[src/trtcm_pkg.sv]
`timescale 1ns / 1ps
// ----------------------------------------------------------------------------
// trtcm_pkg
// Shared widths, codes and controller/datapath interface types of the meter.
// ----------------------------------------------------------------------------
package trtcm_pkg;

  localparam int WordW    = 64;
  localparam int HalfW    = WordW / 2;
  localparam int LenW     = 16;
  localparam int ColorW   = 2;
  localparam int CfgIdxW  = 3;
  localparam int InDataW  = 80;   // pkt_length + now_ns, already whole bytes
  localparam int OutDataW = 8;    // color padded to one byte
  localparam int DivSteps = WordW;
  localparam int DivCntW  = $clog2(DivSteps);
  localparam int MulSteps = 4;    // 32x32 partial products
  localparam int MulCntW  = $clog2(MulSteps + 1);

  typedef logic [WordW-1:0]  word_t;
  typedef logic [ColorW-1:0] color_t;

  localparam color_t COLOR_GREEN  = 2'd0;
  localparam color_t COLOR_YELLOW = 2'd1;
  localparam color_t COLOR_RED    = 2'd2;

  localparam logic [CfgIdxW-1:0] CFG_PEAK_PERIOD  = 3'd0;
  localparam logic [CfgIdxW-1:0] CFG_PEAK_RATE    = 3'd1;
  localparam logic [CfgIdxW-1:0] CFG_COMM_PERIOD  = 3'd2;
  localparam logic [CfgIdxW-1:0] CFG_COMM_RATE    = 3'd3;
  localparam logic [CfgIdxW-1:0] CFG_PEAK_BURST   = 3'd4;
  localparam logic [CfgIdxW-1:0] CFG_COMM_BURST   = 3'd5;
  localparam logic [CfgIdxW-1:0] CFG_COUNT_BYTES  = 3'd6;

  // side: 0 peak bucket, 1 committed bucket
  typedef struct packed {
    logic load;       // capture input transaction
    logic side;
    logic div_start;
    logic mul_start;
    logic fill;       // latch refilled bucket and new stamp
    logic decide;     // color and debit
    logic pass;       // unconfigured meter: green, no update
    logic out_load;
  } cmd_t;

  typedef struct packed {
    logic peak_zero;
    logic comm_zero;
    logic div_done;
    logic mul_done;
    logic out_free;
  } status_t;

endpackage

[src/trtcm_ctrl.sv]
`timescale 1ns / 1ps
// ----------------------------------------------------------------------------
// trtcm_ctrl
// Sequencer: peak refill, committed refill, color decision, result hand-off.
// ----------------------------------------------------------------------------
module trtcm_ctrl (
  input  logic                 clk,
  input  logic                 rst,
  input  logic                 s_tvalid,
  output logic                 s_tready,
  input  trtcm_pkg::status_t   status,
  output trtcm_pkg::cmd_t      cmd
);

  localparam logic [2:0] S_IDLE   = 3'd0;
  localparam logic [2:0] S_START  = 3'd1;
  localparam logic [2:0] S_DIV    = 3'd2;
  localparam logic [2:0] S_MUL    = 3'd3;
  localparam logic [2:0] S_SIDE2  = 3'd4;
  localparam logic [2:0] S_DECIDE = 3'd5;
  localparam logic [2:0] S_OUT    = 3'd6;

  logic [2:0] state, state_next;
  logic       side, side_next;

  always_ff @(posedge clk) begin
    if (rst) begin
      state <= S_IDLE;
      side  <= 1'b0;
    end else begin
      state <= state_next;
      side  <= side_next;
    end
  end

  assign s_tready = (state == S_IDLE);

  always_comb begin
    state_next = state;
    side_next  = side;
    cmd        = '0;
    cmd.side   = side;
    case (state)
      S_IDLE: begin
        if (s_tvalid) begin
          cmd.load   = 1'b1;
          side_next  = 1'b0;
          state_next = S_START;
        end
      end
      S_START: begin
        if (status.peak_zero) begin
          cmd.pass   = 1'b1;
          state_next = S_OUT;
        end else begin
          cmd.div_start = 1'b1;
          state_next    = S_DIV;
        end
      end
      S_DIV: begin
        if (status.div_done) begin
          cmd.mul_start = 1'b1;
          state_next    = S_MUL;
        end
      end
      S_MUL: begin
        if (status.mul_done) begin
          cmd.fill = 1'b1;
          if (side) begin
            state_next = S_DECIDE;
          end else begin
            side_next  = 1'b1;
            state_next = S_SIDE2;
          end
        end
      end
      S_SIDE2: begin
        // no division when the committed period is zero
        if (status.comm_zero) begin
          cmd.mul_start = 1'b1;
          state_next    = S_MUL;
        end else begin
          cmd.div_start = 1'b1;
          state_next    = S_DIV;
        end
      end
      S_DECIDE: begin
        cmd.decide = 1'b1;
        state_next = S_OUT;
      end
      S_OUT: begin
        if (status.out_free) begin
          cmd.out_load = 1'b1;
          state_next   = S_IDLE;
        end
      end
      default: begin
        state_next = S_IDLE;
      end
    endcase
  end

`ifndef SYNTH
  a_div_done_in_div: assert property (@(posedge clk) disable iff (rst)
    status.div_done |-> state == S_DIV)
    else $error("divider finished outside the divide state");

  a_mul_done_in_mul: assert property (@(posedge clk) disable iff (rst)
    status.mul_done |-> state == S_MUL)
    else $error("multiplier finished outside the multiply state");

  a_decide_after_both: assert property (@(posedge clk) disable iff (rst)
    state == S_DECIDE |-> side && $past(state) == S_MUL)
    else $error("color decided before committed refill");

  a_side2_from_peak: assert property (@(posedge clk) disable iff (rst)
    state == S_SIDE2 |-> side && $past(cmd.fill) && !$past(side))
    else $error("committed pass entered without peak refill");
`endif

endmodule

[config.mk]
export PLATFORM = sky130hd
export DESIGN_NAME = trtcm_ctrl
export DESIGN_NICKNAME = d
export VERILOG_FILES = /design/src/trtcm_pkg.sv /design/src/trtcm_ctrl.sv
export SDC_FILE = /design/constraint.sdc
export NUM_CORES = 1
export LEC_CHECK = 0
export CAP_MARGIN = 15
export CORE_AREA = 2 2 39 41
export CTS_BUF_LIST = sky130_fd_sc_hd__clkbuf_8
export DETAILED_ROUTE_END_ITERATION = 8
export DIE_AREA = 0 0 41 43
export DONT_BUFFER_PORTS = 1
export PLACE_DENSITY = 0.51
export SLEW_MARGIN = 10
export SYNTH_ARGS = -nofsm -noshare
export SYNTH_HDL_FRONTEND = slang
export SYNTH_SLANG_ARGS = --single-unit
[constraint.sdc]
create_clock -name clk -period 2.15 [get_ports clk]
set_input_delay 0.215 -clock clk [delete_from_list [all_inputs] [get_ports clk]]
set_output_delay 0.215 -clock clk [all_outputs]
set_load 0.02 [all_outputs]
==> flow_summary_export.csv <==
group,metric,value,unit
run_status,run_status,"complete, no violations",
setup_path,crit_slowest_cell,"dfxtp_1",
logic_synthesis,yosys_warnings,0,
setup_path,rrSetupSlack,0.75,ns
clock_network,postCtsSetupBuffers,0,
setup_path,critPathBufInv,0,
sta,hold_violations,0,
hold_path,hp-class,"in -> reg",
setup_path,r2r-end,"side",
route,num_vias,308,
floorplan,rows,14,
placement,placed_cell_area,363,µm²
logic_synthesis,syn_avg_cell_area,8.16,µm²
sta,rsz0062_at_grt,"false",
sta,finalMaxSlewViolations,0,
sta,period_share,80.5,%
logic_synthesis,synthTopCellsByArea,"dfxtp_1 (21%), buf_6 (6.0%), nor3_2 (5.3%)",
global_route,grt_max_degree,18,
power_and_ir_drop,p_clk_share,24.5,%
route,ant_nets,0,
hold_path,worstHoldStart,"rst",
route,drt-vias-per-instance,5.05,
placement,pre_cts_slack,0.653,ns
clock_network,worstSkewPairLatency,0.21,ns
sta,finClkSkew,0.000526,ns
cells_and_area,n_antenna_cell,0,
logic_synthesis,syn-cell-area,375,µm²
cells_and_area,num-fill-cells,160,
setup_path,critPathKind,"reg -> out",
clock_network,cts_resized,0,
global_route,antenna_found_initial,0,
logic_synthesis,yosysTopAreaCellShare,21.3,%
power_and_ir_drop,p_leak,0.139,nW
placement,dp_hpwl,591,µm
setup_path,worstPathRequired,1.93,ns
setup_path,worstSetupStartpointType,"register",
route,wl_per_cell,12.4,µm
setup_path,worst_ep_arrival_time,1.52,ns
cells_and_area,fin_nets,55,
setup_path,end_kind,"output pin",
power_and_ir_drop,power.density,1530,mW/mm²
floorplan,die_x,41,µm
placement,io_buffer_count,0,
route,drt_first_pass_iters,2,
sta,min_period,1.73,ns
placement,place_congestion,0.614,
cells_and_area,design_area,404,µm²
clock_network,clock_sinks,4,
cells_and_area,syn_to_final_growth,7.67,%
flow_run,drv_cap,0,
power_and_ir_drop,p_int,0.347,mW
clock_network,cts_max_level,1,
logic_synthesis,synth.ff_latch_count,4,
power_and_ir_drop,p_comb_share,44.0,%
power_and_ir_drop,power_frac_seq,31.5,%
floorplan,die_area,0.00176,mm²
hold_path,min_to,"state[2]",
sta,holdWs,0.0701,ns
clock_network,cts_buffer_depth,2,
clock_network,cts_hold_buf,0,
logic_synthesis,synth_nets,54,
route,drt_iter0_drc,1,
setup_path,cpLargestDelayFamily,"simple AND/OR/NAND/NOR gates",
logic_synthesis,synth_top_area_cell,"dfxtp_1",
global_route,grt_pass1_wl,1.22,mm
global_route,grt_usage,10.8,%
floorplan,initial_core_util,27.1,%
cells_and_area,drive_gt1_share,24.4,%
route,drc,0,
sta,tightestPinTransition,0.577,ns
power_and_ir_drop,peakVddDrop,0.338,mV
power_and_ir_drop,sw_frac_of_total,43.8,%
setup_path,cp-startpoint,"state[2]",
hold_path,hold_depth,1,
sta,max_freq,0.578,GHz
sta,fin_ws,0.420,ns
clock_network,cts_tree,"yes",
floorplan,io-pin-count,17,
global_route,grt_pass1_vias,260,
setup_path,slowest_delay,0.48,ns
route,wl,755,µm
floorplan,core,0.00138,mm²
floorplan,die_h,43,µm
setup_path,worstRegToRegCells,3,
global_route,grt_overflow,0,
setup_path,r2r-start,"state[2]",
clock_network,clkTransAtPathRegs,0.03,ns
sta,setup_violations,0,
logic_synthesis,synth_cell_types,27,
setup_path,path_max_fanout,14,
setup_path,crit_chain,"nand2b_2 -> o22a_1 -> nor2_1",
clock_network,clockRootBuffer,"clkbuf_8",
sta,setup_tns,0,ns
sta,relSlewSlack,61.5,%
logic_synthesis,netlist_instances,46,
clock_network,cts_made_buffers,3,
logic_synthesis,ys_seq_area_share,21.3,%
power_and_ir_drop,p_sw,0.270,mW
[kinds of logic after synthesis]
| logic type | Yosys count | share of synthesized area (%) |
|---|---|---|
| compound gates | 13 | 24.3 |
| buf+inv | 5 | 10.7 |
| flops | 4 | 21.3 |
| simple gates | 24 | 43.7 |
[state kept, by name (all words and copies together) (netlist names)]
signal  flops
side        1
state       3
[synth_stat cells]
cell type	n
nor3_2	2
dfxtp_1	4
buf_4	1
nand3b_1	1
nor3b_1	1
and2_1	1
a31oi_1	1
o21ai_1	1
o22a_1	2
nand2b_4	1
nor2b_1	2
nor4b_2	1
o22ai_1	1
nor2_1	4
o21a_1	2
a21oi_1	3
a211oi_1	1
nand2_4	1
nand2b_2	2
nor3_1	1
buf_6	2
nand2_1	4
buf_2	2
nand3_1	1
nand2b_1	2
o21bai_1	1
o221a_1	1
[through the flow]
| step | instances | total power [mW] | util, % |
|---|---|---|---|
| floorplan | 46 | 0.468 | - |
| global placement | 58 | 0.469 | 26.2 |
| detailed placement | 58 | 0.467 | 26.2 |
| CTS | 61 | 0.624 | 29.2 |
| global route | 61 | 0.666 | 29.2 |
| finish | 61 | 0.617 | 29.2 |
[placed cells by master, fill, tap and decap left out]
cell type and n:
nand3_1 1, nor3b_1 1, nor2_1 4, o21bai_1 1
nand2b_2 2, a21oi_1 3, nor3_2 2, nand2_4 1
o22a_1 2, nor3_1 1, o22ai_1 1, and2_1 1
nor2b_1 2, o21a_1 2, clkbuf_8 3, buf_4 1
dfxtp_1 4, nand3b_1 1, nand2b_4 1, o221a_1 1
nor4b_2 1, a31oi_1 1, o21ai_1 1, nand2b_1 2
a211oi_1 1, nand2_1 4
[layout make-up]
| cell class | count | area (µm²) | share of cell area [%] |
|---|---|---|---|
| repair buffers | 1 | 7.51 | 1.86 |
| flip-flops and latches | 4 | 80.1 | 19.8 |
| well taps | 16 | 20.0 | 4.95 |
| multi-input cells | 37 | 255 | 63.2 |
| clock buffers | 3 | 41.3 | 10.2 |
[power by group through the flow]
stage	Sequential, mW	Combinational, mW	Clock [mW]
after floorplan	0.115	0.353	0
after global placement	0.193	0.277	0
after detailed placement	0.193	0.274	0
after CTS	0.193	0.275	0.157
after global routing	0.202	0.302	0.163
final	0.194	0.271	0.151
[worst max path at each step]
stage / to / slack [ns] / cells past startpoint
after global routing: cmd[5] / 0.35 / 3
after CTS: cmd[5] / 0.42 / 3
after detailed placement: cmd[5] / 0.65 / 3
final: cmd[5] / 0.42 / 3
after floorplan: cmd[7] / 0.81 / 3
after global placement: cmd[5] / 0.67 / 3
[metal layers]
layer	global-route usage (%)	routed length, µm	up-vias
met1	12.9	327	141
met5	0	0	-
li1	-	-	161
met3	4.71	33	2
met4	8.00	8	0
met2	14.4	386	4
(Power assumes the default switching activity.)
